[src/design/bfs_pkg.sv]
// Shared types, constants and the FNV-1a step for the burst frame segmenter.
package bfs_pkg;

  localparam int unsigned FRAME_DATA_BYTES_DEF = 31;
  localparam int unsigned BURST_DATA_BYTES_DEF = 7905;
  localparam int unsigned MAX_FRAMES_DEF       = 255;

  localparam int unsigned QUEUE_DEPTH = 2;

  localparam logic [63:0] FNV_BASIS = 64'hCBF2_9CE4_8422_2325;
  localparam logic [15:0] SIZE_MAX  = 16'hFFFF;

  // One classified page byte, as handed from the front part to the back part.
  typedef struct packed {
    logic [7:0] data;
    logic [7:0] frame_id;
    logic [7:0] burst_num;
    logic       opens_frame;
    logic       eof;
    logic       eob;
    logic       eop;
  } bfs_entry_t;

  // One FNV-1a round: xor in the byte, then multiply by the prime
  // 2^40 + 0x1B3, written out as a sum of shifted copies.
  function automatic logic [63:0] fnv_step(input logic [63:0] h, input logic [7:0] b);
    logic [63:0] x;
    x = h ^ {56'd0, b};
    return x + (x << 1) + (x << 4) + (x << 5) + (x << 7) + (x << 8) + (x << 40);
  endfunction

endpackage

[src/design/bfs_front.sv]
// Front part: accepts page bytes, tracks frame and burst position, classifies each byte.
module bfs_front #(
  parameter int unsigned FRAME_DATA_BYTES = bfs_pkg::FRAME_DATA_BYTES_DEF,
  parameter int unsigned BURST_DATA_BYTES = bfs_pkg::BURST_DATA_BYTES_DEF,
  parameter int unsigned MAX_FRAMES       = bfs_pkg::MAX_FRAMES_DEF
) (
  input  logic                clk_i,
  input  logic                rst_ni,
  input  logic                in_valid_i,
  output logic                in_ready_o,
  input  logic [7:0]          data_byte_i,
  input  logic                last_of_page_i,
  output logic                push_o,
  output bfs_pkg::bfs_entry_t entry_o,
  input  logic                push_ready_i
);
  import bfs_pkg::*;

  localparam int unsigned FfW = $clog2(FRAME_DATA_BYTES + 1);
  localparam int unsigned BfW = $clog2(BURST_DATA_BYTES + 1);

  logic [FfW-1:0] frame_fill_q, frame_fill_d, ff;
  logic [BfW-1:0] burst_fill_q, burst_fill_d, bf;
  logic [7:0]     frame_index_q, frame_index_d;
  logic [7:0]     burst_index_q, burst_index_d;
  logic           eob_data, eof, eob;

  assign in_ready_o = push_ready_i;
  assign push_o     = in_valid_i && push_ready_i;

  always_comb begin
    ff       = frame_fill_q + 1'b1;
    bf       = burst_fill_q + 1'b1;
    eob_data = (bf >= BfW'(BURST_DATA_BYTES));
    eof      = last_of_page_i || eob_data || (ff >= FfW'(FRAME_DATA_BYTES));
    eob      = last_of_page_i || eob_data ||
               (eof && (frame_index_q >= 8'(MAX_FRAMES - 1)));

    entry_o.data        = data_byte_i;
    entry_o.frame_id    = frame_index_q;
    entry_o.burst_num   = burst_index_q;
    entry_o.opens_frame = (frame_fill_q == '0);
    entry_o.eof         = eof;
    entry_o.eob         = eob;
    entry_o.eop         = last_of_page_i;

    frame_fill_d  = frame_fill_q;
    burst_fill_d  = burst_fill_q;
    frame_index_d = frame_index_q;
    burst_index_d = burst_index_q;
    if (push_o) begin
      if (eob) begin
        frame_fill_d  = '0;
        burst_fill_d  = '0;
        frame_index_d = '0;
        burst_index_d = last_of_page_i ? 8'd0 : burst_index_q + 8'd1;
      end else if (eof) begin
        frame_fill_d  = '0;
        burst_fill_d  = bf;
        frame_index_d = frame_index_q + 8'd1;
      end else begin
        frame_fill_d = ff;
        burst_fill_d = bf;
      end
    end
  end

  always_ff @(posedge clk_i or negedge rst_ni) begin
    if (!rst_ni) begin
      frame_fill_q  <= '0;
      burst_fill_q  <= '0;
      frame_index_q <= '0;
      burst_index_q <= '0;
    end else begin
      frame_fill_q  <= frame_fill_d;
      burst_fill_q  <= burst_fill_d;
      frame_index_q <= frame_index_d;
      burst_index_q <= burst_index_d;
    end
  end

endmodule

[src/design/bfs_queue.sv]
// Short queue of classified bytes between the front and back parts.
module bfs_queue (
  input  logic                clk_i,
  input  logic                rst_ni,
  input  logic                push_i,
  input  bfs_pkg::bfs_entry_t push_entry_i,
  output logic                push_ready_o,
  output logic                head_valid_o,
  output bfs_pkg::bfs_entry_t head_entry_o,
  input  logic                pop_i
);
  import bfs_pkg::*;

  localparam int unsigned PtrW = $clog2(QUEUE_DEPTH);
  localparam int unsigned CntW = $clog2(QUEUE_DEPTH + 1);

  bfs_entry_t      mem_q [QUEUE_DEPTH];
  logic [PtrW-1:0] wr_ptr_q, wr_ptr_d, rd_ptr_q, rd_ptr_d;
  logic [CntW-1:0] count_q, count_d;

  assign push_ready_o = (count_q != CntW'(QUEUE_DEPTH));
  assign head_valid_o = (count_q != '0);
  assign head_entry_o = mem_q[rd_ptr_q];

  always_comb begin
    wr_ptr_d = wr_ptr_q;
    rd_ptr_d = rd_ptr_q;
    count_d  = count_q;
    if (push_i) begin
      wr_ptr_d = wr_ptr_q + 1'b1;
    end
    if (pop_i) begin
      rd_ptr_d = rd_ptr_q + 1'b1;
    end
    if (push_i && !pop_i) begin
      count_d = count_q + 1'b1;
    end else if (pop_i && !push_i) begin
      count_d = count_q - 1'b1;
    end
  end

  always_ff @(posedge clk_i) begin
    if (push_i) begin
      mem_q[wr_ptr_q] <= push_entry_i;
    end
  end

  always_ff @(posedge clk_i or negedge rst_ni) begin
    if (!rst_ni) begin
      wr_ptr_q <= '0;
      rd_ptr_q <= '0;
      count_q  <= '0;
    end else begin
      wr_ptr_q <= wr_ptr_d;
      rd_ptr_q <= rd_ptr_d;
      count_q  <= count_d;
    end
  end

  a_no_overflow: assert property (@(posedge clk_i) disable iff (!rst_ni)
    count_q <= CntW'(QUEUE_DEPTH))
    else $error("queue fill exceeds its depth");

  a_pop_only_when_filled: assert property (@(posedge clk_i) disable iff (!rst_ni)
    pop_i |-> head_valid_o)
    else $error("queue popped while empty");

endmodule

[src/design/bfs_back.sv]
// Back part: emits ID and payload bytes, keeps the burst size and FNV-1a checksum.
module bfs_back (
  input  logic                clk_i,
  input  logic                rst_ni,
  input  logic                head_valid_i,
  input  bfs_pkg::bfs_entry_t head_entry_i,
  output logic                pop_o,
  output logic                out_valid_o,
  input  logic                out_ready_i,
  output logic [7:0]          frame_byte_o,
  output logic                is_frame_id_o,
  output logic                end_of_frame_o,
  output logic                end_of_burst_o,
  output logic                end_of_page_o,
  output logic [7:0]          burst_number_o,
  output logic [15:0]         burst_size_o,
  output logic [63:0]         burst_checksum_o,
  output logic                last_result_o
);
  import bfs_pkg::*;

  logic        out_valid_q, out_valid_d;
  logic        id_done_q, id_done_d;
  logic [63:0] hash_q, hash_d, hash_new;
  logic [15:0] size_q, size_d, size_new;
  logic        load, emit, emit_id, eob_out;
  logic [7:0]  byte_sel;

  logic [7:0]  frame_byte_q;
  logic        is_frame_id_q, end_of_frame_q, end_of_burst_q, end_of_page_q, last_result_q;
  logic [7:0]  burst_number_q;
  logic [15:0] burst_size_q;
  logic [63:0] burst_checksum_q;

  always_comb begin
    load     = !out_valid_q || out_ready_i;
    emit     = head_valid_i && load;
    emit_id  = head_entry_i.opens_frame && !id_done_q;
    pop_o    = emit && !emit_id;
    byte_sel = emit_id ? head_entry_i.frame_id : head_entry_i.data;
    eob_out  = !emit_id && head_entry_i.eob;
    hash_new = fnv_step(hash_q, byte_sel);
    size_new = (size_q == SIZE_MAX) ? SIZE_MAX : size_q + 16'd1;

    out_valid_d = load ? emit : out_valid_q;
    id_done_d   = id_done_q;
    hash_d      = hash_q;
    size_d      = size_q;
    if (emit) begin
      id_done_d = emit_id;
      hash_d    = eob_out ? FNV_BASIS : hash_new;
      size_d    = eob_out ? 16'd0 : size_new;
    end
  end

  always_ff @(posedge clk_i or negedge rst_ni) begin
    if (!rst_ni) begin
      out_valid_q <= 1'b0;
      id_done_q   <= 1'b0;
      hash_q      <= FNV_BASIS;
      size_q      <= '0;
    end else begin
      out_valid_q <= out_valid_d;
      id_done_q   <= id_done_d;
      hash_q      <= hash_d;
      size_q      <= size_d;
    end
  end

  always_ff @(posedge clk_i) begin
    if (emit) begin
      frame_byte_q     <= byte_sel;
      is_frame_id_q    <= emit_id;
      end_of_frame_q   <= !emit_id && head_entry_i.eof;
      end_of_burst_q   <= eob_out;
      end_of_page_q    <= !emit_id && head_entry_i.eop;
      burst_number_q   <= head_entry_i.burst_num;
      burst_size_q     <= eob_out ? size_new : 16'd0;
      burst_checksum_q <= eob_out ? hash_new : 64'd0;
      last_result_q    <= !emit_id;
    end
  end

  assign out_valid_o      = out_valid_q;
  assign frame_byte_o     = frame_byte_q;
  assign is_frame_id_o    = is_frame_id_q;
  assign end_of_frame_o   = end_of_frame_q;
  assign end_of_burst_o   = end_of_burst_q;
  assign end_of_page_o    = end_of_page_q;
  assign burst_number_o   = burst_number_q;
  assign burst_size_o     = burst_size_q;
  assign burst_checksum_o = burst_checksum_q;
  assign last_result_o    = last_result_q;

  a_id_not_closing: assert property (@(posedge clk_i) disable iff (!rst_ni)
    (out_valid_o && is_frame_id_o) |-> !(end_of_burst_o || end_of_frame_o || last_result_o))
    else $error("frame ID result carries closing flags");

  a_data_after_id: assert property (@(posedge clk_i) disable iff (!rst_ni)
    (out_valid_o && out_ready_i && is_frame_id_o) |=> !(out_valid_o && is_frame_id_o))
    else $error("two frame ID results in a row");

  a_burst_size_nonzero: assert property (@(posedge clk_i) disable iff (!rst_ni)
    (out_valid_o && end_of_burst_o) |-> (burst_size_o >= 16'd2))
    else $error("burst closed with fewer than two bytes");

endmodule

[src/design/burst_frame_segmenter.sv]
// Top level of the burst frame segmenter: front classifier, queue and back emitter.
// A result is shown once its byte has passed through the queue and the output register.
// Throughput: one payload byte per cycle while the receiver stays ready, plus one
// more result for the frame ID byte that opens each frame; the single output register sets that pace.
// Reset: rst_ni clears all counters, the queue and the output valid, and loads the
// FNV-1a offset basis; the block takes requests in the first cycle after reset.
module burst_frame_segmenter #(
  parameter int unsigned FRAME_DATA_BYTES = bfs_pkg::FRAME_DATA_BYTES_DEF,
  parameter int unsigned BURST_DATA_BYTES = bfs_pkg::BURST_DATA_BYTES_DEF,
  parameter int unsigned MAX_FRAMES       = bfs_pkg::MAX_FRAMES_DEF
) (
  input  logic        clk_i,
  input  logic        rst_ni,
  input  logic        in_valid_i,
  output logic        in_ready_o,
  input  logic [7:0]  data_byte_i,
  input  logic        last_of_page_i,
  output logic        out_valid_o,
  input  logic        out_ready_i,
  output logic [7:0]  frame_byte_o,
  output logic        is_frame_id_o,
  output logic        end_of_frame_o,
  output logic        end_of_burst_o,
  output logic        end_of_page_o,
  output logic [7:0]  burst_number_o,
  output logic [15:0] burst_size_o,
  output logic [63:0] burst_checksum_o,
  output logic        last_result_o
);
  import bfs_pkg::*;

  // The front part decides, at acceptance, whether the byte opens a frame and
  // whether it closes its frame, burst or page. Those decisions depend only on
  // position counters and the page end flag, so the front never waits on the checksum.
  logic       push, push_ready, head_valid, pop;
  bfs_entry_t push_entry, head_entry;

  bfs_front #(
    .FRAME_DATA_BYTES (FRAME_DATA_BYTES),
    .BURST_DATA_BYTES (BURST_DATA_BYTES),
    .MAX_FRAMES       (MAX_FRAMES)
  ) u_front (
    .clk_i          (clk_i),
    .rst_ni         (rst_ni),
    .in_valid_i     (in_valid_i),
    .in_ready_o     (in_ready_o),
    .data_byte_i    (data_byte_i),
    .last_of_page_i (last_of_page_i),
    .push_o         (push),
    .entry_o        (push_entry),
    .push_ready_i   (push_ready)
  );

  // The queue absorbs the frame ID result the back part inserts before each frame
  // byte, and lets either side stall without stopping the other at once.
  bfs_queue u_queue (
    .clk_i        (clk_i),
    .rst_ni       (rst_ni),
    .push_i       (push),
    .push_entry_i (push_entry),
    .push_ready_o (push_ready),
    .head_valid_o (head_valid),
    .head_entry_o (head_entry),
    .pop_i        (pop)
  );

  // The back part walks each queued byte out as one or two results, running
  // one FNV-1a round and one size increment per result it emits.
  bfs_back u_back (
    .clk_i            (clk_i),
    .rst_ni           (rst_ni),
    .head_valid_i     (head_valid),
    .head_entry_i     (head_entry),
    .pop_o            (pop),
    .out_valid_o      (out_valid_o),
    .out_ready_i      (out_ready_i),
    .frame_byte_o     (frame_byte_o),
    .is_frame_id_o    (is_frame_id_o),
    .end_of_frame_o   (end_of_frame_o),
    .end_of_burst_o   (end_of_burst_o),
    .end_of_page_o    (end_of_page_o),
    .burst_number_o   (burst_number_o),
    .burst_size_o     (burst_size_o),
    .burst_checksum_o (burst_checksum_o),
    .last_result_o    (last_result_o)
  );

endmodule

[config.mk]
export PLATFORM = sky130hd
export DESIGN_NAME = burst_frame_segmenter
export DESIGN_NICKNAME = d
export VERILOG_FILES = /design/src/design/bfs_pkg.sv /design/src/design/bfs_front.sv /design/src/design/bfs_queue.sv /design/src/design/bfs_back.sv /design/src/design/burst_frame_segmenter.sv
export SDC_FILE = /design/constraint.sdc
export NUM_CORES = 1
export LEC_CHECK = 0
export BUFFER_PORTS_ARGS = -buffer_cell sky130_fd_sc_hd__buf_4
export CORE_MARGIN = 4
export CORE_UTILIZATION = 42
export DETAILED_ROUTE_END_ITERATION = 7
export PLACE_DENSITY = 0.64
export SYNTH_ARGS = -nofsm -noshare
export SYNTH_HDL_FRONTEND = slang
export SYNTH_SLANG_ARGS = --single-unit
[constraint.sdc]
create_clock -name clk_i -period 12.2 [get_ports clk_i]
set_clock_uncertainty 0.2 [all_clocks]
set_input_delay 0.61 -clock clk_i [delete_from_list [all_inputs] [get_ports clk_i]]
set_output_delay 0.61 -clock clk_i [all_outputs]
set_load 0.1 [all_outputs]
Word-level counts from Yosys, hierarchy flattened --
Memory sizes are Yosys's and may differ from the RTL's. Index checks and enable logic that the tools add are counted.
Operators by class: add/subtract/negate cells 15, $lt $le $gt $ge 3, eq/ne operators 2, multiplexer cells 14, bitwise logic cells 1, reduce and logical (&&, ||, !) cells 25
Operator list (count):
- adder 64 bit | 6
- two-way mux 64 bit | 1
- bitwise XOR 64 x 8 -> 64 bit | 1
- two-way mux 16 bit | 2
- two-way mux 8 bit | 4
- adder 16 x 1 -> 16 bit, second input constant | 1
- adder 8 x 1 -> 8 bit, second input constant | 2
- == test 16 bit, second input constant | 1
- adder 13 x 1 -> 13 bit, second input constant | 1
- greater-or-equal comparator 13 bit, second input constant | 1
- two-way mux 13 bit | 1
- logical AND 1 bit | 10
- two-way mux 5 bit | 2
- greater-or-equal comparator 8 bit, second input constant | 1
- nonzero test 2 bit | 3
- adder 5 x 1 -> 5 bit, second input constant | 1
- greater-or-equal comparator 5 bit, second input constant | 1
- logical NOT 1 bit | 5
- logical NOT 5 bit | 1
- logical OR 1 bit | 4
- two-way mux 2 bit | 2
- AND reduction 2 bit | 2
- adder 1 bit, second input constant | 2
- adder 2 x 1 -> 2 bit, second input constant | 1
- 3 further kinds | 4
Storage, ports and cells: flip-flop bits (word level) 221, RAM bits 56, input port bits 13, memories 1
Memories:
- u_queue.mem_q | depth 2, bits a word 28, rd ports 1, clocked after memory_dff 0, wr ports 1, RTL line bfs_queue.sv:17 | bfs_entry_t mem_q [QUEUE_DEPTH];

Longest topological paths before layout --
word-level depth 11, depth in mapped cells 24, depth with buffers taken out 24

Modules after synthesis --
Synthesis repeated with hierarchy kept, for this count alone.
Second synthesis, totals: cell total of the unflattened synthesis 1869, area, all modules 21280.4 um^2
By module, submodules not included:
- bfs_back | instances 1, cells each 1500, area an instance 16698.5 um^2, seq. area each 5119.9 um^2
- bfs_front | instances 1, cells each 266, area an instance 2324.7 um^2, seq. area each 850.8 um^2
- bfs_queue | instances 1, cells each 103, area an instance 2257.2 um^2, seq. area each 1781.7 um^2

Worst setup path after synthesis --
Ideal clock, no wire load.
kind flip-flop to flip-flop, from reg u_queue.rd_ptr_q, to reg u_back.burst_checksum_q[56] (netlist: u_back.burst_checksum_o[56]) (data pin), setup time 0.266 ns, arrival time 6.078 ns, data required time 11.734 ns, slack 5.656 ns, stages on the path, launching flop included 21, buffers on the path 1, path through dfrtp_1 -> buf_1 -> mux4_2 -> xnor2_1 -> clkinv_1 -> fa_1 -> fa_1 -> inv_1 -> fa_1 -> inv_1 -> ha_1 -> ha_1 -> o211ai_1 -> o211ai_1 -> a21boi_0 -> o31ai_1 -> a2111oi_0 -> o211ai_1 -> a41oi_1 -> xor2_1 -> nor2_1
Between the ends: cells in the longest elaborated chain, start to end 10
RTL lines:
- start: declaration | RTL line bfs_queue.sv:18 | logic [PtrW-1:0] wr_ptr_q, wr_ptr_d, rd_ptr_q, rd_ptr_d;
- start signal: assignment | RTL line bfs_queue.sv:55 | rd_ptr_q <= rd_ptr_d;
- memory read (2 x 28 bit) (*)
- logical AND 1 bit | RTL line bfs_back.sv:38 | emit_id = head_entry_i.opens_frame && !id_done_q;
- two-way mux 8 bit (*) | RTL line bfs_back.sv:40 | byte_sel = emit_id ? head_entry_i.frame_id : head_entry_i.data;
- named net u_back.byte_sel[4] | RTL line bfs_back.sv:27 | logic [7:0] byte_sel;
- bitwise XOR 64 x 8 -> 64 bit (*) | RTL line bfs_pkg.sv:28 | x = h ^ {56'd0, b};
- adder 64 bit (5 in a row) | RTL line bfs_pkg.sv:29 | return x + (x << 1) + (x << 4) + (x << 5) + (x << 7) + (x << 8) + (x << 40);
- adder 64 bit (*) | RTL line bfs_pkg.sv:29
- end signal: assignment | RTL line bfs_back.sv:79 | burst_checksum_q <= eob_out ? hash_new : 64'd0;
- end: declaration | RTL line bfs_back.sv:33 | logic [63:0] burst_checksum_q;
The timed path passes the listed nets; every way through them passes the cells marked *. A chain may end at the register's enable or synchronous reset.

Worst setup path in the final report --
from reg u_queue.rd_ptr_q, to reg u_back.burst_checksum_q[56] (netlist: u_back.burst_checksum_o[56]) (data pin)
Between the ends: cells in the longest elaborated chain, start to end 10
RTL lines:
- memory read (2 x 28 bit) (*)
- logical AND 1 bit (*) | RTL line bfs_back.sv:38
- named net u_back.emit_id | RTL line bfs_back.sv:26 | logic load, emit, emit_id, eob_out;
- two-way mux 8 bit (*) | RTL line bfs_back.sv:40
- named net u_back.byte_sel[4] | RTL line bfs_back.sv:27
- bitwise XOR 64 x 8 -> 64 bit (*) | RTL line bfs_pkg.sv:28
- adder 64 bit (5 in a row) | RTL line bfs_pkg.sv:29
- adder 64 bit (*) | RTL line bfs_pkg.sv:29
Marked as above.

==> flow_summary_export.csv <==
group,metric,value,unit
clock_tree,htreeDepth,1,
floorplan,ioPinCount,116,
grt,grt-ovfl-total,0,
floorplan,die_h,230,um
route,drt-total-wl,52000,um
grt,gr-usage-met2,0.333,
place,portBuffers,115,
job,cap_viol_max_count,0,
clock_tree,hold_buffers,9,
setup_path,critPathBufInv,4,
route,dr.pass1.iters,5,
synthesis,synth_cells,1843,
timing,rsz0062_at_grt,"false",
timing,fin_crit,7.86,ns
worst_hold_path,hold_path_depth,2,
route,vias,14073,
outcome,outcome,"complete, no violations",
timing,holdWs,0.172,ns
synthesis,syn_area,0.0207,mm2
place,dpl_cell_area,0.0222,mm2
finish,fin_cells,2620,
setup_path,arrival,7.98,ns
grt,grt_pass1_vias,14715,
floorplan,coreArea,0.0488,mm2
clock_tree,post_cts_resized,0,
route,route.detailed.drc,0,
setup_path,start_kind,"register",
synthesis,synth_ff_type,"edfxtp_1",
timing,max_freq,127,MHz
synthesis,seq_area_frac_synth,0.374,
timing,min_period_over_period,0.644,
synthesis,syn_avg_cell_area,11.2,um2
finish,ff_latch_area,0.00775,mm2
place,place.gp.congestion,0.911,
setup_path,cp_slowest_stage_delay,0.73,ns
grt,use_met1,0.277,
grt,antenna_found_initial,0,
worst_hold_path,hold_class,"in2reg",
synthesis,synth_cell_types,73,
finish,final_cell_mix,"fa_1 (240), edfxtp_1 (157), inv_1 (152)",
timing,maxSlewViolCount,0,
finish,n_fill_cell,4497,
setup_path,r2r_slack,4.34,ns
synthesis,synth-edff-count,157,
timing,finalSetupViolCount,0,
route,drtAntennaViolNets,0,
worst_hold_path,hold_path_end,"u_front.burst_index_q[7]",
clock_tree,cts_root_buffer,"clkbuf_16",
grt,met3_usage,0.0280,
clock_tree,clkLatencyLatePin,0.61,ns
setup_path,r2r_end,"u_back.burst_checksum_o[56]",
timing,fin_tns_setup,0,ns
grt,grt.busiest_layer,"met2",
finish,fin_nets,2300,
setup_path,path_class,"reg2reg",
setup_path,crit_family,"compound AO/OA/AOI/OAI gates",
finish,syn_to_final_growth,12.8,%
synthesis,ys_seq_elements,277,
setup_path,cp-end-kind,"register",
route,via_per_inst,5.37,
setup_path,worstPathMaxFanout,8,
setup_path,crit_slowest_cell,"o31ai_1",
timing,tightest_slew,0.981,ns
grt,grt_first_pass_wirelength,84100,um
clock_tree,cts_tree,"built",
clock_tree,post_cts_buffers,0,
route,drt-wirelength-per-cell,19.9,um
floorplan,rows,81,
setup_path,r2r_start,"u_queue.rd_ptr_q",
route,first_iter_violations,940,
finish,multi_input_area,0.0121,mm2
floorplan,start_util,0.424,
timing,hold_viol_final,0,
setup_path,crit_chain,"mux2i_1 > nor2_2 > inv_2 > mux4_2 > xnor2_1 > clkinv_1 > fa_1 > fa_1 > inv_1 > fa_1 > inv_1 > ha_1 > ha_1 > o211ai_1 > o211ai_1 > a21boi_0 > o31ai_1 > a2111oi_0 > o211ai_1 > a41oi_1 > xor2_1 > nor2_1",
worst_hold_path,min-delay-start,"last_of_page_i",
synthesis,synth-warning-count,0,
place,dpl.hpwl,38800,um
setup_path,r2r_cells,22,
grt,grt_max_degree,95,
synthesis,synth_nets,2212,
finish,postLayoutCellArea,0.0233,mm2
floorplan,die_area,0.0529,mm2
setup_path,cp.required,12.33,ns
finish,antenna_cells,0,
finish,layout_commonest_cell,"fa_1",
clock_tree,cts_inserted_buffers,31,
clock_tree,ctsLongestPathBuffers,3,
timing,maxSlewHeadroom,0.344,
place,dp_cells,2553,
grt,grt_usage,0.199,
clock_tree,cts_sinks,277,
clock_tree,clk_pin_slew,0.06,ns
finish,drive_above_1_share,0.123,
floorplan,die_w,230,um
synthesis,async_reset_ff_frac,0.433,
-- area by class of cell --
class / count / area share
clock buffers: 41 / 0.0370
repair buffers: 131 / 0.0431
inverters: 156 / 0.0253
multi-input cells: 1334 / 0.518
well taps: 664 / 0.0356
flip-flops and latches: 277 / 0.332
clock inverters: 17 / 0.00900
-- kinds of logic after synthesis --
kind of cell | after synthesis | synth area share
muxes | 23 | 0.0164
xor gates and xnor gates | 114 | 0.0493
and+or+nand+nor | 444 | 0.100
adders and majority gates | 358 | 0.303
buffers and inverters | 232 | 0.0428
AOI/OAI and AO/OA | 395 | 0.114
DFF | 277 | 0.374
-- registers in the layout, summed over array words and instances (netlist names) --
name,count
u_back.burst_size_o,16
u_back.end_of_burst_o,1
u_queue.rd_ptr_q,1
u_back.hash_q,64
u_back.end_of_frame_o,1
u_back.burst_number_o,8
u_back.end_of_page_o,1
u_back.last_result_o,1
u_back.is_frame_id_o,1
u_back.id_done_q,1
u_front.frame_fill_q,5
u_queue.count_q,2
u_front.frame_index_q,8
u_back.out_valid_o,1
u_queue.mem_q,56
u_front.burst_fill_q,13
u_back.frame_byte_o,8
u_back.burst_checksum_o,64
u_queue.wr_ptr_q,1
u_front.burst_index_q,8
u_back.size_q,16
-- synthesized netlist by cell type, types with 5 or more instances --
library cell    n  area (um2)
a21oi_1       144         721
xor2_1         41         359
xnor2_1        70         613
mux2_2          8        90.1
and3_1         17         106
o211ai_1        9        67.6
dfrtp_1        92        2300
and2_1         16         100
a21o_1         25         188
o22ai_1         7        43.8
nor2_1        145         544
nand2b_1       11        68.8
nand2_1       134         503
ha_1          116        1450
edfxtp_1      157        4710
fa_1          240        4800
dfstp_2        28         736
clkbuf_1       68         255
a31oi_1        12        75.1
nand4_1        30         188
o22a_1          6        52.6
o21ai_0       106         531
o21a_1          7        52.6
o21ai_1         7        35.0
o31ai_1        12        90.1
o21bai_1       12        90.1
nor2b_1         9        56.3
mux4_2          8         180
nand3_1        27         135
nor3_1         19        95.1
a22oi_1         5        37.5
a211oi_1        9        67.6
a41oi_1         5        43.8
and4_1          5        43.8
inv_1         153         574
mux2i_1         7        70.1
a21boi_0        8        60.1
-- through the flow --
stage | worst slack [ns] | util
floorplan | 5.66 | -
global placement | 4.70 | 0.454
detailed placement | 4.36 | 0.454
CTS | 4.39 | 0.478
global route | 3.96 | 0.478
finish | 4.34 | 0.478
-- how the worst max path moves through the flow --
stage,from,end,slack (ns),cells past startpoint
2_1_floorplan,u_queue.rd_ptr_q,u_back.burst_checksum_o[56],5.66,20
3_3_place_gp,u_queue.rd_ptr_q,u_back.burst_checksum_o[56],4.70,22
3_5_place_dp,u_queue.rd_ptr_q,u_back.burst_checksum_o[56],4.36,22
4_1_cts,u_queue.rd_ptr_q,u_back.burst_checksum_o[56],4.39,22
5_1_grt,u_queue.rd_ptr_q,u_back.burst_checksum_o[56],3.96,22
6_report,u_queue.rd_ptr_q,u_back.burst_checksum_o[56],4.34,22
-- worst reg2reg max path: stages (launching register included) --
cell and delay [ns]:
dfrtp_1 0.38, mux2i_1 0.13, nor2_2 0.33, inv_2 0.20, mux4_2 0.35, xnor2_1 0.61, clkinv_1 0.46, fa_1 0.58
fa_1 0.49, inv_1 0.05, fa_1 0.50, inv_1 0.04, ha_1 0.28, ha_1 0.35, o211ai_1 0.13, o211ai_1 0.30
a21boi_0 0.25, o31ai_1 0.73, a2111oi_0 0.24, o211ai_1 0.51, a41oi_1 0.21, xor2_1 0.22, nor2_1 0.06
-- per-layer routing --
layer,share of wire,wire length (um)
met1,0.44,22900
met4,0.028,1440
met3,0.046,2380
met2,0.49,25300
met5,0,0
Power is left out: the tool's default activity adds up to more than one toggle a clock period on the data nets, which glitch-free logic cannot reach.
